## src/rtl/zctpim_div.sv

```systemverilog
// Pipelined restoring divider, one quotient bit per stage, several lanes sharing one
// valid and one sideband word. Stand-alone, no package needed. The user must hold the
// divisor input steady while items are in flight; the divider does not enforce it.
module zctpim_div #(
  parameter int LANES  = 1,
  parameter int DW     = 32,
  parameter int SW     = 16,
  parameter int SIDE_W = 8
) (
  input  logic                        clk_i,
  input  logic                        rst_ni,
  input  logic                        en_i,
  input  logic                        valid_i,
  input  logic [LANES-1:0][DW-1:0]    dividend_i,
  input  logic [LANES-1:0][SW-1:0]    divisor_i,
  input  logic [SIDE_W-1:0]           side_i,
  output logic                        valid_o,
  output logic [LANES-1:0][DW-1:0]    quot_o,
  output logic [LANES-1:0][SW-1:0]    rem_o,
  output logic [SIDE_W-1:0]           side_o
);

  localparam int AW = SW + DW;

  logic [DW-1:0]                    v_q;
  logic [DW-1:0][LANES-1:0][AW-1:0] a_q;
  logic [DW-1:0][LANES-1:0][AW-1:0] a_d;
  logic [DW-1:0][SIDE_W-1:0]        side_q;

  function automatic logic [AW-1:0] div_step(logic [AW-1:0] a, logic [SW-1:0] d);
    logic [AW:0]   t;
    logic [SW:0]   up;
    logic          hit;
    t   = {a, 1'b0};
    up  = t[AW:DW];
    hit = (up >= {1'b0, d});
    if (hit) begin
      up = up - {1'b0, d};
    end
    return {up[SW-1:0], t[DW-1:1], hit};
  endfunction

  always_comb begin
    for (int l = 0; l < LANES; l++) begin
      a_d[0][l] = div_step({{SW{1'b0}}, dividend_i[l]}, divisor_i[l]);
      for (int k = 1; k < DW; k++) begin
        a_d[k][l] = div_step(a_q[k-1][l], divisor_i[l]);
      end
    end
  end

  always_ff @(posedge clk_i or negedge rst_ni) begin
    if (!rst_ni) begin
      v_q <= '0;
    end else if (en_i) begin
      v_q <= {v_q[DW-2:0], valid_i};
    end
  end

  always_ff @(posedge clk_i) begin
    if (en_i) begin
      a_q    <= a_d;
      side_q <= {side_q[DW-2:0], side_i};
    end
  end

  always_comb begin
    for (int l = 0; l < LANES; l++) begin
      quot_o[l] = a_q[DW-1][l][DW-1:0];
      rem_o[l]  = a_q[DW-1][l][AW-1:DW];
    end
  end

  assign valid_o = v_q[DW-1];
  assign side_o  = side_q[DW-1];

endmodule

```

## config.mk

```make
export PLATFORM = sky130hd
export DESIGN_NAME = zctpim_div
export DESIGN_NICKNAME = d
export VERILOG_FILES = /design/src/rtl/zctpim_div.sv
export SDC_FILE = /design/constraint.sdc
export NUM_CORES = 2
export LEC_CHECK = 0
export ABC_AREA = 1
export BUFFER_PORTS_ARGS = -buffer_cell sky130_fd_sc_hd__clkbuf_2
export CAP_MARGIN = 20
export CORE_ASPECT_RATIO = 1.5
export CORE_UTILIZATION = 58
export DETAILED_ROUTE_END_ITERATION = 7
export HOLD_SLACK_MARGIN = 0.06
export PLACE_DENSITY = 0.76
export SKIP_LAST_GASP = 1
export SLEW_MARGIN = 20
export SYNTH_ARGS = -nofsm -noshare
export SYNTH_HDL_FRONTEND = slang
export SYNTH_SLANG_ARGS = --single-unit
export TNS_END_PERCENT = 1
```

## constraint.sdc

```tcl
create_clock -name clk_i -period 1.83 [get_ports clk_i]
set_input_delay 0.0915 -clock clk_i [delete_from_list [all_inputs] [get_ports clk_i]]
set_output_delay 0.0915 -clock clk_i [all_outputs]
set_load 0.03 [all_outputs]
```

======== Word level (Yosys, flattened, before mapping) ========
Cells that the tools add are included.
word-level totals
  output and inout port bits .............. 57
  word-level logic and storage cells ...... 162
  input port bits ......................... 60
  bits in registers ....................... 1824
operators by class
  add/subtract/negate cells ............... 32
  muxes and demuxes ....................... 32
  order comparisons ....................... 32
operators with widths
  cell                            number
  >= comparator 17 x 16 -> 1 bit  31
  2-to-1 mux 16 bit               31
  subtractor 16 bit               31
  >= comparator 1 x 16 -> 1 bit   1
  subtractor 1 x 16 -> 16 bit     1
  2-to-1 mux 1 bit                1

======== Depth between registers and ports, before layout ========
  word-level depth ........................ 2
  depth in mapped cells ................... 15

======== Worst setup path before layout ========
Ideal clock, no wire load.
  path kind ............................... input to register
  start point ............................. input port divisor_i[2] in the netlist's numbering
  end point ............................... register a_q[1332] in the netlist's numbering (data pin)
  path slack .............................. -444 ps
  data required time ...................... 1578 ps
  data arrival time ....................... 2022 ps
  stages .................................. 14
  setup time .............................. 252 ps
  path through ............................ inv_1 -> ha_1 -> clkbuf_2 -> nand2_1 -> nand2_1 -> nand2_1 -> nand3_1 -> nand2_1 -> nand3_1 -> nand2_2 -> nand2_4 -> buf_6 -> nand2_1 -> nand2_1
RTL lines
  item                  line  text
  from (decl)           15    input logic [LANES-1:0][SW-1:0] divisor_i,
  to (signal assigned)  62    a_q <= a_d;
  to (decl)             26    logic [DW-1:0][LANES-1:0][AW-1:0] a_q;

==> impl_metrics.csv <==
group,metric,value,unit
synth,syn-num-nets,10700,
clock_network,clock_sinks,1824,
pwr,finalPower,201,mW
grt,grt_pass1_wl,425,mm
die,fp.dieArea,0.166,mm²
grt,grt_pass1_vias,79300,
setup_path,critPathRequiredTime,2290,ps
setup_path,path_max_fanout,7,
placement,dp.cells,14100,
worst_hold_path,hp-class,"primary input to register",
pwr,cellLeakagePower,59.4,nW
setup_path,crit_path_cell_trace,"ha_4, nand2_2, nand2_1, nand2_2, nand3_2, nand2_2, nand3_2, nand2_4, buf_12, nand2_8, nand2_1, nand2_1",
clock_network,cts_root_buf,"clkbuf_16",
outcome,status,"complete, but fails checks",
layout,area_delta_synth_final,27.9,%
sta,timing.final.ws_setup,-1120,ps
die,io_pins,117,
die,die_w,333,µm
setup_path,crit_path_end_kind,"register",
sta,relSlewSlack,0.614,
drt,drt_pre_antenna_iters,8,
setup_path,setup.worst_path.class,"register to register",
grt,antenna_found_initial,15,
layout,fin_cells,14600,
grt,grt_overflow,0,
pwr,switching_share,0.394,
drt,drtIter0Drc,6741,
setup_path,critical_path.startpoint_type,"register",
clock_network,clock_latency,860,ps
die,die_h,499,µm
die,initial_utilization,0.586,
synth,ys_seq_elements,1824,
sta,setup_viol,539,
sta,tightest_slew,578,ps
drt,dr_total_vias,78900,
sta,rsz0062_at_grt,"true",
sta,finalMaxSlewViolations,0,
setup_path,critPathArrivalTime,3410,ps
clock_network,clockBufferDepth,3,
synth,synth_area_leader_cell,"edfxtp_1",
pwr,ir_drop,0.00112,V
layout,final_common_cell,"nand2_1",
synth,synth-seq-area-share,0.572,
pwr,power_per_cell_area,1650,mW/mm²
pwr,seqPwrFrac,0.316,
drt,drc,14,
sta,finalHoldViolations,0,
pwr,p_sw,79.4,mW
synth,synth_edf_count,1792,
layout,final_cell_mix,"nand2_1, buf_4, edfxtp_1",
layout,nets,12900,
placement,numPortBuffers,116,
synth,ys.warnings.count,0,
synth,ys_async_sr_fraction,0.0175,
synth,synth_top_area_frac,0.564,
drt,ant_nets,0,
synth,synth_area_leaders,"edfxtp_1, nand2_1, ha_1",
synth,avgSynthCellArea,9.43,µm²
sta,finalSetupTns,-181130,ps
placement,gp_congestion,1.00,
layout,fill_cells,11000,
clock_network,cts_tree,"yes",
setup_path,critPathTopFamily,"simple AND/OR/NAND/NOR gates",
sta,fmax,0.339,GHz
pwr,power_frac_comb,0.497,
drt,routed_via_density,5.40,
pwr,clkPwrFrac,0.186,
setup_path,crit_path_top_delay_cell,"edfxtp_1",
clock_network,cts.reportedPaths.clkPinSlew,80,ps
run,cap_violations,0,
grt,grt_max_degree,88,
synth,synthFlopType,"edfxtp_1",
sta,finalWorstPathRequiredPeriod,2950,ps
clock_network,htree_levels,4,
drt,wl_per_cell,19.2,µm
layout,drive_above_1_share,0.220,
sta,clock_skew,76.1,ps
drt,wl,280,mm
setup_path,max_stage_delay,580,ps
grt,track_usage,0.332,
synth,netlist_area,0.0954,mm²
sta,final.period_utilization,1.61,
pwr,p_int,122,mW
outcome,violations,"design-rule violations, negative setup slack",
setup_path,worst-path-buf-inv,1,
placement,dp_hpwl,189,mm
synth,syn_inst,10100,
die,std_cell_rows,181,
die,coreArea,0.163,mm²
synth,ys_types,44,
clock_network,cts_buffers,170,
layout,utilization,0.750,
==> registers in the layout, summed over array words and instances, names as in the netlist <==
signal	cells
side_q	248
v_q	32
a_d	961
a_q	527
side_o	8
quot_o	32
rem_o	16
==> stage by stage <==
stage                     setup slack (ps)  cell area, µm²  hold slack, ps
after floorplan                       -322           95500            -204
after global placement                -713          113000             191
after detailed placement              -737          113000             229
after CTS                             -382          121000            84.5
after global routing                 -1070          122000             118
final                                -1120          122000             119
==> area by class of cell <==
| type | count | area, µm² | share of cell area |
|---|---|---|---|
| inverters | 1521 | 5780 | 0.0474 |
| clock buffers | 191 | 4390 | 0.0359 |
| diodes | 12 | 30.0 | 0.000246 |
| repair inverters | 2 | 15.0 | 0.000123 |
| flip-flops and latches | 1824 | 54600 | 0.447 |
| clock inverters | 127 | 1490 | 0.0122 |
| repair buffers | 2223 | 18200 | 0.149 |
| well taps | 2104 | 2630 | 0.0216 |
| multi-input cells | 6608 | 34900 | 0.286 |
==> power groups by stage <==
stage	registers, mW	clock network, mW	logic, mW
3_5_place_dp	63.9	0	92.1
3_3_place_gp	63.8	0	89.9
2_1_floorplan	60.5	0	52.9
6_report	63.7	37.6	100
5_1_grt	64.1	39.3	110
4_1_cts	63.4	37.6	95.2
==> worst min-delay path: stages <==
cell	delay (ps)
clkbuf_2	110
clkinvlp_4	80
buf_12	180
buf_12	200
a31oi_1	90
==> worst paths after layout <==
| check | startpoint | end | slack, ps | cells past startpoint |
|---|---|---|---|---|
| setup / recovery | a_q[801] | a_q[848] | -1120 | 12 |
| hold / removal | divisor_i[9] | a_q[41] | 120 | 5 |
| hold reg to reg | a_d[387] | a_d[436] | 390 | 0 |
| setup reg to reg | a_q[801] | a_q[848] | -1120 | 12 |
| min in group asynchronous | rst_ni | v_q[6] | 320 | 4 |
| max in group asynchronous | rst_ni | v_q[29] | 1320 | 4 |
==> per-layer routing <==
metal	up-vias	routed length, µm	GRT usage
met3	1461	20000	0.0679
met2	3482	139000	0.583
met1	36300	98000	0.359
met5	-	156	0.00175
met4	10	22600	0.227
li1	37600	-	-
==> Yosys cell counts (71+ instances only) <==
library cell,count
buf_4,72
nand4_1,122
nand3_1,814
xor2_1,144
nor2_1,413
nor3_1,105
nand2_1,3791
edfxtp_1,1792
inv_1,1505
nand3b_1,71
a21oi_1,287
ha_1,498
==> cells by family (layout without fill, tap and decap cells) <==
logic type	count (synthesis)	after routing	share of synthesized area
buffers and inverters	1695	4064	0.0734
xor gates and xnor gates	188	188	0.0173
adders and majority gates	529	529	0.0718
muxes	2	2	0.000236
and+or+nand+nor	5512	5516	0.244
DFF	1824	1824	0.572
AOI/OAI and AO/OA	373	373	0.0209
other	0	12	0
==> timing repair <==
action | in CTS | in global routing
gates cloned | 4 | 5
endpoints found under the setup margin | 527 | 540
pin swaps | 33 | 30
hold endpoints to repair | 511 | 0
gates resized for setup | 110 | 122
hold buffers | 103 | 0
buffers inserted | 37 | 33
(Power assumes the default switching activity.)
